`src/cbif_pkg.sv`:
```
`default_nettype none

package cbif_pkg;

    localparam int MAX_DEPTH = 16;
    localparam int LVL_W     = $clog2(MAX_DEPTH + 1);
    localparam int IDX_W     = (MAX_DEPTH > 1) ? $clog2(MAX_DEPTH) : 1;
    localparam int CNT_W     = 64;
    localparam int OUT_W     = 16;

    localparam logic [7:0] MT_MASK = 8'he0;
    localparam logic [7:0] AI_MASK = 8'h1f;

    localparam logic [4:0] AI_ARG1 = 5'd24;
    localparam logic [4:0] AI_ARG2 = 5'd25;
    localparam logic [4:0] AI_ARG4 = 5'd26;
    localparam logic [4:0] AI_ARG8 = 5'd27;

    localparam logic [2:0] MT_BSTR  = 3'd2;
    localparam logic [2:0] MT_TSTR  = 3'd3;
    localparam logic [2:0] MT_ARRAY = 3'd4;
    localparam logic [2:0] MT_MAP   = 3'd5;
    localparam logic [2:0] MT_TAG   = 3'd6;

    typedef enum logic [1:0] {
        ERR_NONE     = 2'd0,
        ERR_RESERVED = 2'd1,
        ERR_DEEP     = 2'd2,
        ERR_MAP_BIG  = 2'd3
    } t_err;

    typedef enum logic [1:0] {
        ROLE_HEAD    = 2'd0,
        ROLE_ARG     = 2'd1,
        ROLE_PAYLOAD = 2'd2
    } t_role;

    typedef struct packed {
        logic       item_end;
        t_err       error_code;
        t_role      byte_role;
        logic [4:0] nest_depth;
    } t_result;

endpackage

`default_nettype wire

```
`src/cbif_core.sv`:
```
`default_nettype none

module cbif_core
    import cbif_pkg::*;
(
    input  wire logic       i_clk,
    input  wire logic       i_rst_n,
    input  wire logic       i_advance,
    input  wire logic [7:0] i_byte,
    output t_result         o_result
);

    logic [CNT_W-1:0] r_stack [MAX_DEPTH];
    logic [LVL_W-1:0] r_level, n_level;
    logic [CNT_W-1:0] r_remain, n_remain;
    logic             r_in_head, n_in_head;
    logic [2:0]       r_type, n_type;
    logic [CNT_W-1:0] r_value, n_value;

    logic [2:0]       major;
    logic [4:0]       ai;
    logic [LVL_W-1:0] top_pos;
    logic [LVL_W-1:0] lvl;
    logic [CNT_W-1:0] top;
    logic [CNT_W-1:0] dec;
    logic             zero;
    logic             do_head;
    logic [2:0]       h_type;
    logic [CNT_W-1:0] h_val;
    logic             is_leaf, is_str, is_nest;
    logic [CNT_W-1:0] nest_n;
    logic             dec_en, set_en;
    logic [IDX_W-1:0] dec_idx, set_idx;
    logic [CNT_W-1:0] set_data;
    logic             ended;
    t_err             err;
    t_role            role;

    assign major   = 3'((i_byte & MT_MASK) >> 5);
    assign ai      = 5'(i_byte & AI_MASK);
    assign top_pos = r_level - LVL_W'(1);

    always_comb begin
        n_level   = r_level;
        n_remain  = r_remain;
        n_in_head = r_in_head;
        n_type    = r_type;
        n_value   = r_value;
        lvl       = r_level;
        top       = r_stack[top_pos[IDX_W-1:0]];
        do_head   = 1'b0;
        h_type    = r_type;
        h_val     = r_value;
        ended     = 1'b0;
        err       = ERR_NONE;
        role      = ROLE_HEAD;
        dec_en    = 1'b0;
        set_en    = 1'b0;
        set_idx   = '0;
        set_data  = '0;
        is_leaf   = 1'b0;
        is_str    = 1'b0;
        is_nest   = 1'b0;
        nest_n    = '0;

        if (r_in_head) begin
            role     = ROLE_ARG;
            n_value  = {r_value[CNT_W-9:0], i_byte};
            n_remain = (r_remain != '0) ? r_remain - CNT_W'(1) : '0;
            if (n_remain == '0) begin
                n_in_head = 1'b0;
                do_head   = 1'b1;
                h_val     = n_value;
            end
        end else if (r_remain != '0) begin
            role     = ROLE_PAYLOAD;
            n_remain = r_remain - CNT_W'(1);
            ended    = (n_remain == '0) && (r_level == '0);
        end else begin
            role = ROLE_HEAD;
            // open a new top-level item with one child due
            if (r_level == '0) begin
                lvl      = LVL_W'(1);
                top      = CNT_W'(1);
                n_level  = LVL_W'(1);
                set_en   = 1'b1;
                set_idx  = '0;
                set_data = CNT_W'(1);
            end
            n_type  = major;
            n_value = '0;
            h_type  = major;
            if (ai < AI_ARG1) begin
                n_value = CNT_W'(ai);
                h_val   = CNT_W'(ai);
                do_head = 1'b1;
            end else if (ai <= AI_ARG8) begin
                n_in_head = 1'b1;
                n_remain  = CNT_W'(1) << ai[1:0];
            end else begin
                err = ERR_RESERVED;
            end
        end

        dec     = top - CNT_W'(1);
        zero    = (lvl != '0) && (dec == '0);
        dec_idx = IDX_W'(lvl - LVL_W'(1));

        if (do_head) begin
            case (h_type)
                MT_BSTR, MT_TSTR: begin
                    is_leaf = (h_val == '0);
                    is_str  = (h_val != '0);
                end
                MT_ARRAY: begin
                    is_leaf = (h_val == '0);
                    is_nest = (h_val != '0);
                    nest_n  = h_val;
                end
                MT_MAP: begin
                    if (h_val[CNT_W-1]) begin
                        err = ERR_MAP_BIG;
                    end else begin
                        is_leaf = (h_val == '0);
                        is_nest = (h_val != '0);
                        nest_n  = {h_val[CNT_W-2:0], 1'b0};
                    end
                end
                MT_TAG: begin
                    is_nest = 1'b1;
                    nest_n  = CNT_W'(1);
                end
                default: begin
                    is_leaf = 1'b1;
                end
            endcase

            dec_en = (lvl != '0) && (is_leaf || is_str || is_nest);

            if (is_leaf || is_str) begin
                n_level = zero ? lvl - LVL_W'(1) : lvl;
                if (is_leaf) begin
                    ended = (n_level == '0);
                end else begin
                    n_remain = h_val;
                end
            end else if (is_nest) begin
                if (zero) begin
                    // exhausted parent is replaced by the child
                    set_en   = 1'b1;
                    set_idx  = dec_idx;
                    set_data = nest_n;
                    n_level  = lvl;
                end else if (lvl >= LVL_W'(MAX_DEPTH)) begin
                    err = ERR_DEEP;
                end else begin
                    set_en   = 1'b1;
                    set_idx  = lvl[IDX_W-1:0];
                    set_data = nest_n;
                    n_level  = lvl + LVL_W'(1);
                end
            end
        end

        if (err != ERR_NONE) begin
            n_level   = '0;
            n_remain  = '0;
            n_in_head = 1'b0;
            n_type    = '0;
            n_value   = '0;
            ended     = 1'b0;
            dec_en    = 1'b0;
            set_en    = 1'b0;
        end

        o_result.item_end   = ended;
        o_result.error_code = err;
        o_result.byte_role  = role;
        o_result.nest_depth = 5'(n_level);
    end

    always_ff @(posedge i_clk) begin
        if (!i_rst_n) begin
            r_level   <= '0;
            r_remain  <= '0;
            r_in_head <= 1'b0;
            r_type    <= '0;
            r_value   <= '0;
        end else if (i_advance) begin
            r_level   <= n_level;
            r_remain  <= n_remain;
            r_in_head <= n_in_head;
            r_type    <= n_type;
            r_value   <= n_value;
        end
    end

    // A write of a new count takes precedence over the decrement of the same entry.
    always_ff @(posedge i_clk) begin
        if (i_advance) begin
            for (int i = 0; i < MAX_DEPTH; i++) begin
                if (set_en && set_idx == IDX_W'(i)) begin
                    r_stack[i] <= set_data;
                end else if (dec_en && dec_idx == IDX_W'(i)) begin
                    r_stack[i] <= dec;
                end
            end
        end
    end

endmodule

`default_nettype wire

```
`src/cbor_item_boundary_finder.sv`:
```
// CBOR item boundary finder: takes a CBOR byte stream one byte per
// transaction and returns one result per byte, with tlast high on the byte
// that completes a top-level data item. Each result also carries an error
// code, the role of the byte (head, argument, string payload) and the number
// of open nesting levels after it. Reserved additional info, nesting deeper
// than the stack and oversized maps raise an error and drop the decoder back
// to idle, so the next byte starts a new item. Throughput is one byte per
// clock while the receiver does not stall; a byte is held in the input
// register, then its result in the result register. Each byte's update of
// the top stack count is one 64-bit decrement and zero test plus the
// push/replace/pop selection between the input and result registers.
`default_nettype none

module cbor_item_boundary_finder
    import cbif_pkg::*;
(
    input  wire logic             i_clk,
    input  wire logic             i_rst_n,
    input  wire logic             i_s_tvalid,
    output logic                  o_s_tready,
    input  wire logic [7:0]       i_s_tdata,   // [7:0] data_byte
    output logic                  o_m_tvalid,
    input  wire logic             i_m_tready,
    output logic [OUT_W-1:0]      o_m_tdata,   // [1:0] error_code, [3:2] byte_role,
                                               // [8:4] nest_depth, rest zero
    output logic                  o_m_tlast    // item_end
);

    logic       r_in_vld;
    logic [7:0] r_in_byte;
    logic       r_out_vld;
    t_result    r_out;
    t_result    step_res;
    logic       advance;

    // Process the held byte when the result register is free or draining.
    assign advance    = r_in_vld && (!r_out_vld || i_m_tready);
    assign o_s_tready = !r_in_vld || advance;

    always_ff @(posedge i_clk) begin
        if (!i_rst_n) begin
            r_in_vld  <= 1'b0;
            r_out_vld <= 1'b0;
        end else begin
            if (o_s_tready) begin
                r_in_vld <= i_s_tvalid;
            end
            if (advance) begin
                r_out_vld <= 1'b1;
            end else if (i_m_tready) begin
                r_out_vld <= 1'b0;
            end
        end
    end

    // Capture payloads; hold them while stalled.
    always_ff @(posedge i_clk) begin
        if (o_s_tready && i_s_tvalid) begin
            r_in_byte <= i_s_tdata;
        end
        if (advance) begin
            r_out <= step_res;
        end
    end

    cbif_core u_core (
        .i_clk     (i_clk),
        .i_rst_n   (i_rst_n),
        .i_advance (advance),
        .i_byte    (r_in_byte),
        .o_result  (step_res)
    );

    assign o_m_tvalid = r_out_vld;
    assign o_m_tlast  = r_out.item_end;
    assign o_m_tdata  = OUT_W'({r_out.nest_depth, r_out.byte_role, r_out.error_code});

endmodule

`default_nettype wire

```
`config.mk`:
```
export PLATFORM = sky130hd
export DESIGN_NAME = cbor_item_boundary_finder
export DESIGN_NICKNAME = d
export VERILOG_FILES = /design/src/cbif_pkg.sv /design/src/cbif_core.sv /design/src/cbor_item_boundary_finder.sv
export SDC_FILE = /design/constraint.sdc
export NUM_CORES = 2
export LEC_CHECK = 0
export ABC_CLOCK_PERIOD_IN_PS = 14850
export BUFFER_PORTS_ARGS = -buffer_cell sky130_fd_sc_hd__buf_4
export CAP_MARGIN = 20
export CORE_MARGIN = 5
export CORE_UTILIZATION = 55
export DETAILED_ROUTE_END_ITERATION = 6
export HOLD_SLACK_MARGIN = 0.15
export PLACE_DENSITY = 0.71
export REMOVE_ABC_BUFFERS = 1
export SYNTH_ARGS = -nofsm -noshare
export SYNTH_HDL_FRONTEND = slang
export SYNTH_SLANG_ARGS = --single-unit
```
`constraint.sdc`:
```
create_clock -name i_clk -period 14.85 [get_ports i_clk]
set_clock_uncertainty 0.15 [all_clocks]
set_input_delay 0.7425 -clock i_clk [delete_from_list [all_inputs] [get_ports i_clk]]
set_output_delay 0.7425 -clock i_clk [all_outputs]
set_load 0.05 [all_outputs]
```
==> reports/metrics.cfg <==
[critical_path]
worstPathCellList=buf_12 -> buf_4 -> mux4_2 -> a221oi_1 -> nand2_1 -> inv_1 -> ha_1 -> inv_1 -> or4_1 -> or3_4 -> a211o_1 -> o41ai_4 -> nand3_1 -> nor4_2 -> and4_1 -> o221a_2 -> buf_4 -> nand2_1 -> nor2_1 -> a32o_4 -> buf_4
crit_slowest_cell=buf_4
path_class=reg -> reg
startpoint=u_core.r_level[0]
crit_path_end_kind=flip-flop
required_ns=15.10
start_kind=flip-flop
arrival_ns=12.17
timing.rr.start=u_core.r_level[0]
critical-path-top-cell-by-count=buf_4
cp_slowest_stage_delay_ns=0.90
r2r-end=u_core.r_stack[6][48]
r2r_setup_slack_ns=2.93
reg2reg_depth=21
crit_end=u_core.r_stack[6][48]
crit_fanout=105

[routing]
drc=0
routed_wl_um=229000
first_iter_violations=6957
drt-pass1-iter-count=7
viasPerCell=7.13
ant_nets=0
vias=48500
wl_per_cell_um=33.7

[synthesis]
synth_cell_types=105
mappedNetlistArea_um2=67200
synth_edf_count=1042
synth_xor_area_share_pct=0.599
async_flop_share_pct=0
synth_compound_area_share_pct=7.79
synthSimpleGateAreaFrac_pct=10.1
yosysWarningCount=0
synth_top_family_by_area=multiplexers
yosys_most_used_dff=edfxtp_1
synthAdderAreaFrac_pct=0.261
syn_inst=5288
synthMuxAreaShare_pct=25.9
syn_avg_cell_area_um2=12.7
yosysSeqAreaShare_pct=50.7
ys_ff_latch=1181

[status]
status=finished clean

[clock_tree]
cts.path.max_buffers=3
h-tree-depth=4
clkSinkCount=1181
numCtsBuffers=132
cts_tree=yes
cts_setup_buffers=0
clockRootBuffer=clkbuf_16
clock_latency_ns=0.80
clk_pin_slew_ns=0.06
cts-resized-gates=0
cts_hold_buf=10

[sta]
max_freq_mhz=83.9
setup_viol=0
final.setup.tns_ns=0
slew_violations=0
period_share_pct=80.2
fin_crit_ns=11.92
worst_slew_pin_slew_ns=1.26
grt_setup_unrepaired=no
finalHoldViolations=0
timing.slew.headroom_pct=15.4

[grt]
antenna_found_initial=1
grt_pass1_wl_um=330000
met1_usage_pct=47.2
met2_usage_pct=51.9
grt.busiest_layer=met2
overflow=0
gr-usage-met3_pct=7.71
grt_pass1_vias=46700
track_usage_pct=34.4
grt_max_degree=128

[place]
placed_cells=6556
gp_congestion=1.04
dp_hpwl_um=143000
portBuffers=23

[job]
max-cap-violations=0

[layout]
area_growth_pct=7.90
mostFrequentLayoutCells=mux2i_1 (1209), edfxtp_1 (1042), nand2_1 (326)
layout-drive-gt1-share_pct=13.9
layout.cells.most_common=mux2i_1
layoutNonFillerInstCount=6803
fin_nets=5106

[die]
coreArea_um2=122000
die_h_um=360
placementRows=128
dieWidth_um=360
start_util_pct=55.3
ios=31
design.die.area_um2=129000

[power]
p_sw_share_pct=23.4
clockPowerShare_pct=44.3
ir_drop_uv=123
p_per_area_nw_per_um2=100
p_comb_share_pct=6.1
seq_power_share_pct=49.6
p_leak_uw=0.0279
power.net_switching_uw=1700
internal_power_uw=5560

[worst_hold_path]
min_path_type=reg -> reg

==> worst max-delay path: cells and delay by family, from the launching register on <==
| kind | cells | cell delay (ns) |
|---|---|---|
| fa+ha+maj | 1 | 0.18 |
| compound gates | 5 | 2.75 |
| simple gates | 8 | 3.87 |
| mux | 1 | 0.60 |
| buf+inv | 6 | 3.09 |
| flops | 1 | 0.58 |
==> synthesized netlist by cell type (35+ instances only) <==
library cell,n,area [µm²]
o22ai_1,78,488
buf_6,82,923
or4_1,36,270
or3_1,36,225
nor2_1,177,664
mux2i_1,1209,12100
a22oi_1,129,968
nand4_1,57,357
o21ai_0,99,495
buf_4,62,465
nor3_1,120,601
buf_2,84,420
nand2_1,330,1240
dfxtp_1,139,2780
nor2b_1,102,638
a21oi_1,113,566
mux4_2,208,4680
nand3_1,67,335
nor4_1,75,469
nor3b_1,61,458
and3_1,35,219
edfxtp_1,1042,31300
mux2_2,37,417
clkbuf_1,284,1070
==> metrics by stage <==
step	util [%]	total power, µW	worst slack, ns	hold WS, ns	area (µm²)
floorplan	-	3940	-18.27	0.290	64200
global placement	56.0	4100	3.30	0.302	68100
detailed placement	56.1	4100	3.16	0.313	68200
CTS	59.6	7270	3.12	0.321	72400
global route	59.7	7450	2.40	0.354	72500
finish	59.7	7260	2.93	0.326	72500
==> power by group through the flow <==
| stage | Clock [µW] | Combinational (µW) | Sequential [µW] |
|---|---|---|---|
| CTS | 3240 | 427 | 3600 |
| global route | 3380 | 469 | 3600 |
| finish | 3220 | 441 | 3600 |
| global placement | 0 | 423 | 3670 |
| detailed placement | 0 | 423 | 3670 |
| floorplan | 0 | 276 | 3670 |
==> registers in the layout (all words and copies together) (netlist names) <==
signal            count
r_in_vld              1
o_m_tvalid            1
o_m_tlast             1
u_core.r_in_head      1
u_core.r_remain      64
u_core.r_stack     1024
u_core.r_type         3
o_m_tdata             9
u_core.r_level        5
r_in_byte             8
u_core.r_value       64
==> how the worst min path moves through the flow <==
stage	from	to	slack, ns	cells after the start
after floorplan	u_core.r_type[2]	u_core.r_type[2]	0.29	2
after global placement	u_core.r_type[2]	u_core.r_type[2]	0.30	2
after detailed placement	u_core.r_type[2]	u_core.r_type[2]	0.31	2
after CTS	u_core.r_type[2]	u_core.r_type[2]	0.32	2
after global routing	u_core.r_type[1]	u_core.r_type[1]	0.35	2
final	u_core.r_type[2]	u_core.r_type[2]	0.33	2
==> layout make-up <==
type	instances	area [µm²]
Timing Repair Buffer	195	1650
Multi-Input combinational cell	3544	30500
Clock inverter	58	589
Antenna cell	1	2.50
Clock buffer	173	3540
Tap cell	1625	2030
Fill cell	9666	49000
Sequential cell	1181	34100
Inverter	26	103
==> layer usage <==
layer / wire length (µm) / vias up
met1: 88300 / 24500
met2: 102000 / 3110
met3: 25200 / 664
met5: 0 / -
li1: - / 20200
met4: 13900 / 0
==> cells by family (layout without fill, tap and decap cells) <==
| kind of cell | Yosys count | after routing |
|---|---|---|
| compound gates | 740 | 740 |
| simple gates | 1264 | 1264 |
| mux | 1473 | 1473 |
| fa+ha+maj | 14 | 14 |
| buf+inv | 569 | 452 |
| flops | 1181 | 1181 |
| xor+xnor | 46 | 46 |
| other cells | 1 | 8 |
No activity file was read; power rests on OpenSTA's default activity.
